`src/hw/rtl/cdq_pkg.sv`:
```
// ----------------------------------------------------------------------------
// cdq_pkg
// Shared types and codes of the circular deque: payload structs, operation
// and status codes, controller states and the control/status bundles.
// ----------------------------------------------------------------------------
package cdq_pkg;

    // Default depth of the element store.
    localparam int DEF_STORE_DEPTH = 128;

    // Element width, fixed by the payload fields.
    localparam int VALUE_W = 32;

    // Width of the size register and its value after reset.
    localparam int          SIZE_W     = 8;
    localparam logic [7:0]  SIZE_RESET = 8'd128;

    // Operation codes carried in the mode field.
    localparam logic [1:0] MODE_PUSH_FRONT = 2'd0;
    localparam logic [1:0] MODE_PUSH_REAR  = 2'd1;
    localparam logic [1:0] MODE_POP_FRONT  = 2'd2;
    localparam logic [1:0] MODE_POP_REAR   = 2'd3;

    // Status codes returned with each result.
    localparam logic [1:0] ST_DONE      = 2'd0;
    localparam logic [1:0] ST_OVERFLOW  = 2'd1;
    localparam logic [1:0] ST_UNDERFLOW = 2'd2;

    // One request.
    typedef struct packed {
        logic [1:0]                mode;
        logic signed [VALUE_W-1:0] value;
    } t_in_item;

    // One result.
    typedef struct packed {
        logic [1:0]                status;
        logic signed [VALUE_W-1:0] removed_value;
        logic signed [VALUE_W-1:0] front_value;
        logic signed [VALUE_W-1:0] rear_value;
        logic                      is_empty;
        logic                      is_full;
    } t_out_item;

    // Controller states, one-hot.
    typedef enum logic [3:0] {
        S_IDLE = 4'b0001,
        S_EXEC = 4'b0010,
        S_READ = 4'b0100,
        S_OUT  = 4'b1000
    } t_state;

    // Commands from the controller to the datapath.
    typedef struct packed {
        logic accept;     // latch the incoming request
        logic exec;       // perform the operation on indices and store
        logic read_done;  // store read data is valid, refresh the cached end
        logic load_out;   // load the result register
    } t_cmd;

    // Status from the datapath to the controller.
    typedef struct packed {
        logic need_read;  // the pending pop leaves elements, new end must be read
    } t_stat;

endpackage

```
`src/hw/rtl/cdq_ctrl.sv`:
```
// ----------------------------------------------------------------------------
// cdq_ctrl
// Sequencer of the circular deque: accepts a request, steps the datapath
// through execute, optional store read and result load, and owns the
// result valid flag.
// ----------------------------------------------------------------------------
module cdq_ctrl
    import cdq_pkg::*;
(
    input  logic  i_clk,
    input  logic  i_rst_n,
    input  logic  i_in_valid,
    output logic  o_in_ready,
    output logic  o_out_valid,
    input  logic  i_out_ready,
    input  t_stat i_stat,
    output t_cmd  o_cmd
);

    t_state r_state, n_state;
    logic   r_out_valid, n_out_valid;
    logic   w_out_free;

    // The result register can take a new result when empty or being drained.
    assign w_out_free = !r_out_valid || i_out_ready;

    // Next state and commands.
    always_comb begin
        n_state          = r_state;
        o_cmd            = '0;
        o_in_ready       = 1'b0;
        case (r_state)
            S_IDLE: begin
                o_in_ready = 1'b1;
                if (i_in_valid) begin
                    o_cmd.accept = 1'b1;
                    n_state      = S_EXEC;
                end
            end
            S_EXEC: begin
                o_cmd.exec = 1'b1;
                n_state    = i_stat.need_read ? S_READ : S_OUT;
            end
            S_READ: begin
                o_cmd.read_done = 1'b1;
                n_state         = S_OUT;
            end
            S_OUT: begin
                if (w_out_free) begin
                    o_cmd.load_out = 1'b1;
                    n_state        = S_IDLE;
                end
            end
            default: begin
                n_state = S_IDLE;
            end
        endcase
    end

    // Result valid: set on load, cleared when the result is taken.
    always_comb begin
        if (o_cmd.load_out) begin
            n_out_valid = 1'b1;
        end else if (i_out_ready) begin
            n_out_valid = 1'b0;
        end else begin
            n_out_valid = r_out_valid;
        end
    end

    always_ff @(posedge i_clk) begin
        if (!i_rst_n) begin
            r_state     <= S_IDLE;
            r_out_valid <= 1'b0;
        end else begin
            r_state     <= n_state;
            r_out_valid <= n_out_valid;
        end
    end

    assign o_out_valid = r_out_valid;

endmodule

```
`config.mk`:
```
export PLATFORM = sky130hd
export DESIGN_NAME = cdq_ctrl
export DESIGN_NICKNAME = d
export VERILOG_FILES = /design/src/hw/rtl/cdq_pkg.sv /design/src/hw/rtl/cdq_ctrl.sv
export SDC_FILE = /design/constraint.sdc
export NUM_CORES = 1
export LEC_CHECK = 0
export ABC_AREA = 1
export BUFFER_PORTS_ARGS = -buffer_cell sky130_fd_sc_hd__buf_4
export CORE_AREA = 2 2 39 41
export CTS_CLUSTER_DIAMETER = 80
export DETAILED_ROUTE_END_ITERATION = 8
export DIE_AREA = 0 0 41 43
export HOLD_SLACK_MARGIN = 0.06
export SLEW_MARGIN = 25
export SYNTH_ARGS = -nofsm -noshare
export SYNTH_HDL_FRONTEND = slang
export SYNTH_SLANG_ARGS = --single-unit
```
`constraint.sdc`:
```
create_clock -name i_clk -period 1.04 [get_ports i_clk]
set_input_delay 0.156 -clock i_clk [delete_from_list [all_inputs] [get_ports i_clk]]
set_output_delay 0.156 -clock i_clk [all_outputs]
set_load 0.01 [all_outputs]
```
Word-level counts from Yosys, hierarchy flattened
Cells that the tools add are included.
{ "op_classes": {"n_eq_ne": 6, "mux": 13, "reduce_logical": 4} }
{ "op_table": {"columns": ["operator", "count"], "rows": [
  ["$pmux 4 s4", 1],
  ["$mux 4", 3],
  ["$mux 1", 9],
  ["$eq 4x1->1 const B", 1],
  ["$eq 4x2->1 const B", 1],
  ["$eq 4x3->1 const B", 1],
  ["$eq 4x4->1 const B", 1],
  ["$ne 2x2->1 const B", 2],
  ["$reduce_and 2->1", 1],
  ["$reduce_bool 2->1", 1],
  ["$logic_not 1->1", 1],
  ["$logic_or 1x1->1", 1]
]} }
{ "word_totals": {"ff_bits": 5, "out_inout_bits": 6} }

Logic depth before layout (Yosys ltp)
Gate-level depths: netlist (run 1).
{ "logic_depth": {"depth_word": 5, "ltp_mapped": 6} }

Least setup slack after synthesis (run 1)
OpenSTA, ideal clock, no wires.
{ "synth_timing": {"path_kind": "register to output", "startpoint": "register r_state[2]", "endpoint": "output o_cmd[3] in the netlist's numbering", "n_path_buf": 0, "arrival_time_ns": 0.757, "path_slack_ns": 0.127, "stages_incl_launch_ff": 4, "path_cell_list": "dfxtp_1 > nor2_2 > nand3_2 > nor2_1"} }
{ "synth_lines": {"columns": ["item", "line_no", "text"], "rows": [
  ["start: declaration", "cdq_ctrl.sv:20", "t_state r_state, n_state;"],
  ["start signal: assignment", "cdq_ctrl.sv:76", "r_state <= n_state;"],
  ["end: declaration", "cdq_ctrl.sv:17", "output t_cmd o_cmd"]
]} }

==> flow_summary_export.csv, run 1 <==
group,metric,value,unit
final_layout,final_nets,72,
global_route,grt.overflow.total,0,
pwr,vdd_ir_drop_max,0.4759,mV
synthesis,syn_inst,46,
final_layout,stdcell_count,82,
setup_path,path_max_fanout,4,
global_route,grt_max_degree,6,
setup_path,crit_path_cell_trace,"inv_4, nor2_4, nand2_1, nor2_2, buf_4",
cts,ctsHoldBuffers,0,
route,avgViaCountPerCell,4.098,
setup_path,slowest_stage,"dfxtp_4",
final_layout,antenna_cells,0,
worst_hold_path,hold_path.class,"input pin to flop",
setup_path,crit_buf_inv,2,
setup_path,start_kind,"flop",
final_layout,layout_commonest_cell,"buf_4",
sta,setup-violations-final,5,
synthesis,syn_area,301.5,sq um
floorplan,die_w,41,um
synthesis,yosysWarnings,0,
sta,hold_viol_final,0,
global_route,antenna_found_initial,0,
floorplan,start_util,21.79,%
synthesis,syn_nets,51,
sta,rsz0062_at_grt,"yes",
synthesis,synth-seq-cells,5,
setup_path,critPathMaxStageDelay,0.36,ns
outcome,violations,"negative setup slack",
global_route,grt_pass1_wl,1.200,mm
route,route.detailed.drc,0,
pwr,power.density,1027,nW/um^2
setup_path,required,0.88,ns
global_route,grt_usage,10.84,%
final_layout,drive_gt1_share,68.18,%
cts,cts-root-buf,"clkbuf_4",
place,hpwl,498.6,um
route,drt-initial-drc-count,0,
final_layout,fin_area,566.8,sq um
setup_path,end_kind,"output port",
route,first_pass_iters,1,
cts,clkSinkCount,5,
floorplan,core,1384,sq um
place,place_area,389.1,sq um
sta,finalCritPeriodShare,116.9,%
sta,slew_headroom,85.92,%
place,gp_congestion,0.7462,
sta,skew,0.0007167,ns
setup_path,critPathKind,"flop to output port",
sta,postLayoutSetupSlackWorst,-0.1753,ns
sta,period_needed,1.215,ns
cts,clk_latency,0.24,ns
place,place_ws,0.04003,ns
synthesis,ys_types,13,
outcome,status,"finished, violations left",
pwr,p_leak,0.2796,nW
cts,cts_made_buffers,3,
global_route,grt_pass1_vias,327,
sta,setup_tns,-0.5972,ns
route,wl_per_cell,10.34,um
floorplan,rows,14,
cts,cts_tree,"built",
final_layout,n_fill_cell,140,
floorplan,pin_count,11,
place,post-place-cells,71,
route,drtAntennaViolNets,0,
synthesis,yosysSeqAreaShare,33.20,%
route,vias,336,
sta,tightest_slew,0.2092,ns
cts,clockBufferDepth,2,
synthesis,syn_avg_cell_area,6.555,sq um
floorplan,fp.dieArea,1763,sq um
final_layout,final_cell_mix,"buf_4 (16), inv_1 (7), nor2_4 (5), nand2_1 (5), nor2_2 (5)",
setup_path,crit_arrival,1.06,ns
run,max_cap_violations,0,
sta,fmaxAchievable,0.8229,GHz
cts,htree_levels,1,
floorplan,die_y,43,um
final_layout,areaGrowthSynthToFinish,87.97,%
setup_path,reg2reg_slack,0.04,ns
place,port-buffer-count,10,
route,wirelength,848,um
sta,finalMaxSlewViolations,0,
setup_path,critPathTopFamily,"flip-flops",
cts,cts.reportedPaths.clkPinSlew,0.04,ns
==> registers in the layout, summed over array words and instances (netlist names) <==
| signal | flops |
|---|---|
| o_out_valid | 1 |
| r_state | 4 |
==> per-layer routing <==
layer | vias up | track usage (%) | share of wire, %
li1 | 178 | - | -
met1 | 151 | 10.93 | 39
met2 | 5 | 15.63 | 56
met3 | 2 | 3.141 | 3.9
met4 | 0 | 12.00 | 1.1
met5 | - | 0 | 0
==> tightest hold or removal path, stage by stage <==
cell and delay, ns:
buf_4 0.09, nand2_1 0.04, inv_1 0.04
==> where the power goes <==
part           total (mW)  internal (mW)  switching (mW)
Combinational       0.140         0.0712          0.0687
Clock               0.221          0.145          0.0762
Sequential          0.221          0.198          0.0229
Total               0.582          0.414           0.168
==> final cells by class <==
class / instances / area (sq um) / area share (%)
Inverter: 11 / 48.80 / 8.609
Sequential cell: 5 / 115.1 / 20.31
Timing Repair Buffer: 17 / 131.4 / 23.18
Multi-Input combinational cell: 29 / 225.2 / 39.74
Tap cell: 16 / 20.02 / 3.532
Clock buffer: 4 / 26.28 / 4.636
==> repair_timing <==
item	CTS	global route
endpoints found under the setup margin	5	8
hold endpoints to repair	0	0
buffers inserted	7	2
resized for setup	8	21
pin swaps	4	5
==> cells by family after synthesis <==
logic type,Yosys count,share of synthesized area (%)
AND/OR/NAND/NOR,29,50.62
buffers and inverters,12,16.18
flip-flops,5,33.20
==> synth_stat cells <==
library cell	count	area, sq um
nand4_1	1	6.260
nand3_2	1	10.01
nor2_2	8	50.05
buf_4	1	7.510
nand3_1	5	25.02
nor3_1	1	5.000
dfxtp_1	5	100.1
nor2_1	4	15.01
inv_2	2	7.510
nand2_1	6	22.52
nand2_2	2	12.51
inv_1	9	33.78
nor4_1	1	6.260
==> worst paths after layout <==
path              cells past startpoint  startpoint         end
setup / recovery                      5  r_state[3]    o_cmd[0]
hold / removal                        3     i_rst_n  r_state[3]
setup reg to reg                      7  r_state[2]  r_state[0]
hold reg to reg                       2  r_state[0]  r_state[1]
==> through the flow <==
stage          hold WS (ns)  utilization (%)  power [mW]
2_1_floorplan        0.2536                -      0.2755
3_3_place_gp         0.3603            28.12      0.3174
3_5_place_dp         0.3660            28.12      0.3185
4_1_cts              0.1136            35.08      0.5762
5_1_grt              0.1088            40.96      0.6330
6_report             0.1153            40.96      0.5821
(Power assumes the default switching activity.)
==> run 2, diff against run 1 <==
Settings changed: BUFFER_PORTS_ARGS -buffer_cell sky130_fd_sc_hd__buf_4 to -buffer_cell sky130_fd_sc_hd__buf_2.
==> run 2 against run 1 <==
Non-clock buffer count fell by 3. Global-route usage fell by 1.3 points. The run still ends with negative setup slack left. Routed wire length fell by 10%. Worst hold slack improved by 0.019 ns. Critical path depth did not move. Core utilization fell by 7.3 points. Total power fell by 3.0%. Via count fell by 3.6%. Sequential cell count did not move. Final cell count fell by 3.7%. Critical path type unchanged. Maximum frequency rose by 2.0%. Clock skew barely moved.
==> flow_summary_export.csv, run 2 (synthesis gave the netlist of run 1 again) <==
group,metric,value,unit
outcome,status,"finished, violations left",
outcome,violations,"negative setup slack",
floorplan,die_w,41,um
floorplan,die_y,43,um
pwr,total_power,0.5650,mW
cts,htree_levels,1,
floorplan,fp.dieArea,1763,sq um
cts,cts.reportedPaths.clkPinSlew,0.04,ns
sta,skew,0.0009508,ns
sta,setup-violations-final,6,
setup_path,start_kind,"flop",
place,gp_congestion,0.7508,
global_route,grt_usage,9.529,%
setup_path,path_max_fanout,4,
floorplan,start_util,21.79,%
pwr,switchingPower,0.1586,mW
route,first_pass_iters,1,
sta,period_needed,1.191,ns
worst_hold_path,hold_path.class,"input pin to flop",
sta,postLayoutSetupSlackWorst,-0.1509,ns
cts,clk_latency,0.24,ns
final_layout,n_fill_cell,160,
final_layout,layout_commonest_cell,"buf_2",
pwr,swShare,28.07,%
place,port-buffer-count,10,
sta,setup_tns,-0.6024,ns
sta,slew_headroom,85.72,%
global_route,grt_pass1_wl,1.007,mm
sta,fmaxAchievable,0.8397,GHz
run,max_cap_violations,0,
place,hpwl,515.3,um
final_layout,fin_util,33.63,%
route,avgViaCountPerCell,4.101,
global_route,grt_max_degree,6,
cts,cts_tree,"built",
sta,rsz0062_at_grt,"yes",
final_layout,largest-register,"r_state",
cts,cts_made_buffers,3,
floorplan,core,1384,sq um
final_layout,drive_gt1_share,60.32,%
sta,finalMaxSlewViolations,0,
final_layout,antenna_cells,0,
final_layout,largest_reg_flops,4,
setup_path,critPathKind,"flop to output port",
route,wirelength,762,um
route,wl_per_cell,9.646,um
cts,clockBufferDepth,2,
cts,cts-root-buf,"clkbuf_4",
place,place_ws,0.04543,ns
cts,clkSinkCount,5,
pwr,clkPwrFrac,38.8,%
final_layout,final_nets,69,
pwr,p_leak,0.2394,nW
pwr,vdd_ir_drop_max,0.4659,mV
global_route,antenna_found_initial,0,
setup_path,required,0.88,ns
route,drtAntennaViolNets,0,
pwr,power_frac_comb,22.6,%
route,route.detailed.drc,0,
setup_path,end_kind,"output port",
sta,finalCritPeriodShare,114.5,%
global_route,grt.overflow.total,0,
route,vias,324,
sta,hold_viol_final,0,
pwr,seq_power_share,38.7,%
floorplan,rows,14,
setup_path,crit_arrival,1.03,ns
floorplan,pin_count,11,
pwr,power.density,1214,nW/um^2
route,drt-initial-drc-count,0,
final_layout,areaGrowthSynthToFinish,54.36,%
final_layout,final_cell_mix,"buf_2 (10), inv_1 (8), nor2_2 (5), nand2_1 (5)",
global_route,grt_pass1_vias,292,
pwr,intPower,0.4064,mW
sta,tightest_slew,0.2122,ns
run 2: changes by cell type in the layout (fill, tap and decap cells not counted), moves of 2 or more:
cell and delta:
buf_4 -12, buf_2 +10, nand2_2 +2, nand2_4 -2, nand3_1 +2, nand3_4 -2, nor2_1 +2, nor2_4 -2
run 2: power by group through the flow:
stage                     sequential, mW  combinational, mW  clock (mW)
after CTS                          0.219              0.105       0.229
after floorplan                    0.216             0.0598           0
after global placement             0.217             0.0887           0
after detailed placement           0.217             0.0901           0
after global routing               0.219              0.138       0.251
final                              0.218              0.128       0.219
run 2: routing by layer:
| metal | global-route usage (%) | share of wire [%] |
|---|---|---|
| met3 | 3.141 | 4.2 |
| met2 | 15.00 | 61 |
| met4 | 12.00 | 1.2 |
| met1 | 7.372 | 33 |
| met5 | 0 | 0 |
run 2: layout make-up:
cell class | instances | area (sq um) | area share [%]
Inverter | 11 | 46.29 | 9.946
Timing Repair Buffer | 14 | 80.08 | 17.20
Sequential cell | 5 | 112.6 | 24.19
Clock buffer | 4 | 26.28 | 5.645
Tap cell | 16 | 20.02 | 4.301
Multi-Input combinational cell | 29 | 180.2 | 38.71
run 2: through the flow:
| stage | instance area (sq um) | hold WS (ns) | cells |
|---|---|---|---|
| 2_1_floorplan | 301.5 | 0.2536 | 46 |
| 3_3_place_gp | 364.1 | 0.3738 | 71 |
| 3_5_place_dp | 364.1 | 0.3858 | 71 |
| 4_1_cts | 417.9 | 0.1361 | 77 |
| 5_1_grt | 465.4 | 0.1415 | 79 |
| 6_report | 465.4 | 0.1344 | 79 |
run 2: worst paths after layout:
kind | from | cells past startpoint | slack, ns | endpoint
setup / recovery | r_state[3] | 5 | -0.15 | o_cmd[0]
hold / removal | i_rst_n | 3 | 0.13 | r_state[3]
setup reg to reg | r_state[3] | 6 | -0.03 | r_state[0]
hold reg to reg | r_state[0] | 4 | 0.62 | r_state[0]
run 2: critical path, stage by stage, from the launching register on:
cell and delay (ns):
dfxtp_2 0.37, inv_4 0.06, nor2_4 0.08, nand2_1 0.06, nor2_2 0.09, buf_2 0.14
run 2: repair_timing:
action                     CTS  global route
buffers inserted             2             2
resized for setup            7             9
pin swaps                    4             4
setup endpoints to repair    5             6
hold buffers                 0             0
==> run 3, diff against run 2 <==
Settings changed: ABC_AREA 1 to default, REMOVE_ABC_BUFFERS from default to 1.
==> run 3 against run 2 <==
The flow still finishes with violations (negative setup slack). Cell area is 6.2% higher. Total power is 1.2% lower. Synthesized cell count is 33% lower. Sequential share of layout area is 0.90 points lower. Die area stayed put. Clock-buffer cell count stayed put. Maximum frequency is 11% lower. Via count is 8.3% lower. First-iteration DRC count is 1 higher. Routed wire length is 8.3% lower. Clock power hardly changed. Critical path depth is 2 lower. Largest cell class unchanged.
==> flow_summary_export.csv, run 3 <==
group,metric,value,unit
final_layout,final_nets,58,
final_layout,stdcell_count,68,
run,max_cap_violations,0,
synthesis,synth_top_area_share,33.90,%
route,wirelength,699,um
setup_path,end_kind,"output port",
sta,rsz0062_at_grt,"yes",
route,wl_per_cell,10.28,um
setup_path,critPathKind,"flop to output port",
outcome,violations,"negative setup slack",
floorplan,pin_count,11,
global_route,antenna_found_initial,0,
floorplan,start_util,21.34,%
setup_path,path_max_fanout,4,
setup_path,slowest_stage,"dfxtp_4",
route,vias,297,
cts,cts-root-buf,"clkbuf_4",
cts,cts.reportedPaths.clkPinSlew,0.04,ns
pwr,clkPwrFrac,38.6,%
floorplan,rows,14,
place,gp_congestion,0.6741,
final_layout,multi_input_area,211.5,sq um
synthesis,yosysWarnings,0,
sta,finalMaxSlewViolations,0,
synthesis,synth_top_area_cell,"dfxtp_1",
final_layout,final_cell_mix,"buf_2 (10), buf_4 (7), dfxtp_4 (4)",
place,post-place-cells,61,
cts,clk_latency,0.23,ns
floorplan,core,1384,sq um
sta,postLayoutSetupSlackWorst,-0.3000,ns
setup_path,ff2ff_path_depth,4,
global_route,grt_max_degree,8,
global_route,grt_pass1_wl,1.228,mm
synthesis,syn_inst,31,
pwr,seq_power_share,38.6,%
sta,hold_slack,0.1503,ns
cts,ctsHoldBuffers,0,
final_layout,drive_gt1_share,63.46,%
floorplan,die_y,43,um
sta,tightest_slew,0.2519,ns
route,avgViaCountPerCell,4.368,
route,first_pass_iters,2,
final_layout,largest-register,"r_state",
synthesis,ys_types,18,
final_layout,antenna_cells,0,
sta,finalCritPeriodShare,128.8,%
pwr,swShare,24.88,%
global_route,grt_usage,10.65,%
synthesis,ys_top_cells_by_count,"dfxtp_1 (5), nor2b_1 (4)",
pwr,p_leak,0.2199,nW
synthesis,synth_ff_type,"dfxtp_1",
setup_path,reg2reg_slack,-0.10,ns
route,drt-initial-drc-count,1,
floorplan,fp.dieArea,1763,sq um
place,place_ws,-0.1447,ns
final_layout,fin_util,35.71,%
place,hpwl,511.3,um
synthesis,syn_avg_cell_area,9.525,sq um
sta,hold_viol_final,0,
setup_path,reg2reg_from,"r_state[0]",
pwr,switchingPower,0.1389,mW
worst_hold_path,hold_path_end,"r_state[2]",
setup_path,crit_path_cell_trace,"nor4b_4, and2_1, buf_2",
global_route,grt_pass1_vias,313,
final_layout,layout_commonest_cell,"buf_2",
cts,cts_made_buffers,3,
final_layout,largest_reg_flops,4,
setup_path,critPathMaxStageDelay,0.36,ns
cts,clockBufferDepth,2,
sta,period_needed,1.340,ns
setup_path,required,0.88,ns
place,port-buffer-count,10,
pwr,power_frac_comb,22.8,%
worst_hold_path,hold_path.class,"input pin to flop",
synthesis,synth.area.top_cells,"dfxtp_1 (34%), nor4b_2 (10%), nor2b_1 (8.5%), nor4b_4 (8.1%), and2_1 (4.2%)",
final_layout,regArea,115.1,sq um
setup_path,crit_arrival,1.18,ns
pwr,intPower,0.4195,mW
setup_path,start_kind,"flop",
cts,cts_tree,"built",
synthesis,synth-seq-cells,5,
synthesis,synthArstFlopShare,0,%
worst_hold_path,hold_start,"i_stat",
synthesis,synth_edf_count,0,
sta,skew,0.0008233,ns
pwr,vdd_ir_drop_max,0.5572,mV
worst_hold_path,holdPathStages,3,
synthesis,yosysSeqAreaShare,33.90,%
route,route.detailed.drc,0,
floorplan,die_w,41,um
global_route,grt.overflow.total,0,
cts,htree_levels,1,
setup_path,worstReg2RegEnd,"r_state[0]",
sta,setup-violations-final,8,
sta,slew_headroom,83.17,%
route,drtAntennaViolNets,0,
final_layout,n_fill_cell,150,
sta,fmaxAchievable,0.7463,GHz
synthesis,syn_area,295.3,sq um
cts,clkSinkCount,5,
pwr,power.density,1130,nW/um^2
outcome,status,"finished, violations left",
synthesis,yosysMostFrequentCell,"dfxtp_1",
final_layout,areaGrowthSynthToFinish,67.37,%
## run 3: final cells by class
| type | count | share of cell area [%] |
|---|---|---|
| multi-input combinational | 23 | 42.78 |
| timing repair buffer | 18 | 23.04 |
| sequential | 5 | 23.29 |
| inverter | 2 | 1.519 |
| tap | 16 | 4.051 |
| clock buffer | 4 | 5.316 |
## run 3: metal layers
layer	share of wire, %	global-route usage [%]
met1	40	12.58
met2	56	15.31
met3	2.7	1.571
met4	1.4	10.00
met5	0	0
## run 3: worst max-delay path: cells and delay by family, from the launching register on
family,cells,cell delay [ns]
buffers and inverters,1,0.12
and+or+nand+nor,2,0.47
DFF,1,0.36
## run 3: power by group through the flow
| stage | Combinational (mW) | Clock (mW) | Sequential, mW |
|---|---|---|---|
| final | 0.127 | 0.216 | 0.216 |
| after global routing | 0.141 | 0.239 | 0.217 |
| after global placement | 0.0901 | 0 | 0.219 |
| after floorplan | 0.0552 | 0 | 0.218 |
| after detailed placement | 0.0913 | 0 | 0.221 |
| after CTS | 0.103 | 0.227 | 0.221 |
## run 3: how the worst max path moves through the flow
stage,from,end
2_1_floorplan,r_state[3],o_cmd[0]
3_3_place_gp,r_state[3],o_cmd[0]
3_5_place_dp,r_state[3],o_cmd[0]
4_1_cts,r_state[1],o_cmd[3]
5_1_grt,r_state[1],o_cmd[3]
6_report,r_state[1],o_cmd[3]
## run 3: cells by family (layout without fill, tap and decap cells)
kind of cell,count (synthesis),after routing,share of synthesized area (%)
AO/OA/AOI/OAI,7,7,16.95
buffers and inverters,3,24,5.087
flip-flops,5,5,33.90
AND/OR/NAND/NOR,16,16,44.07
## run 3: through the flow
step                setup TNS (ns)  total power [mW]  instance area, sq um
detailed placement         -0.6228            0.3120                 395.4
floorplan                  -0.2284            0.2732                 287.8
CTS                         -1.577            0.5503                 459.2
finish                      -1.532            0.5584                 494.2
global route                -2.184            0.5968                 494.2
global placement           -0.4384            0.3096                 395.4
## run 3: timing repair
| item | 4_1_cts | 5_1_grt |
|---|---|---|
| gates resized for setup | 8 | 9 |
| setup buffers | 5 | 2 |
| endpoints found under the setup margin | 9 | 10 |
| gates cloned | 0 | 0 |
| pin swaps | 6 | 3 |
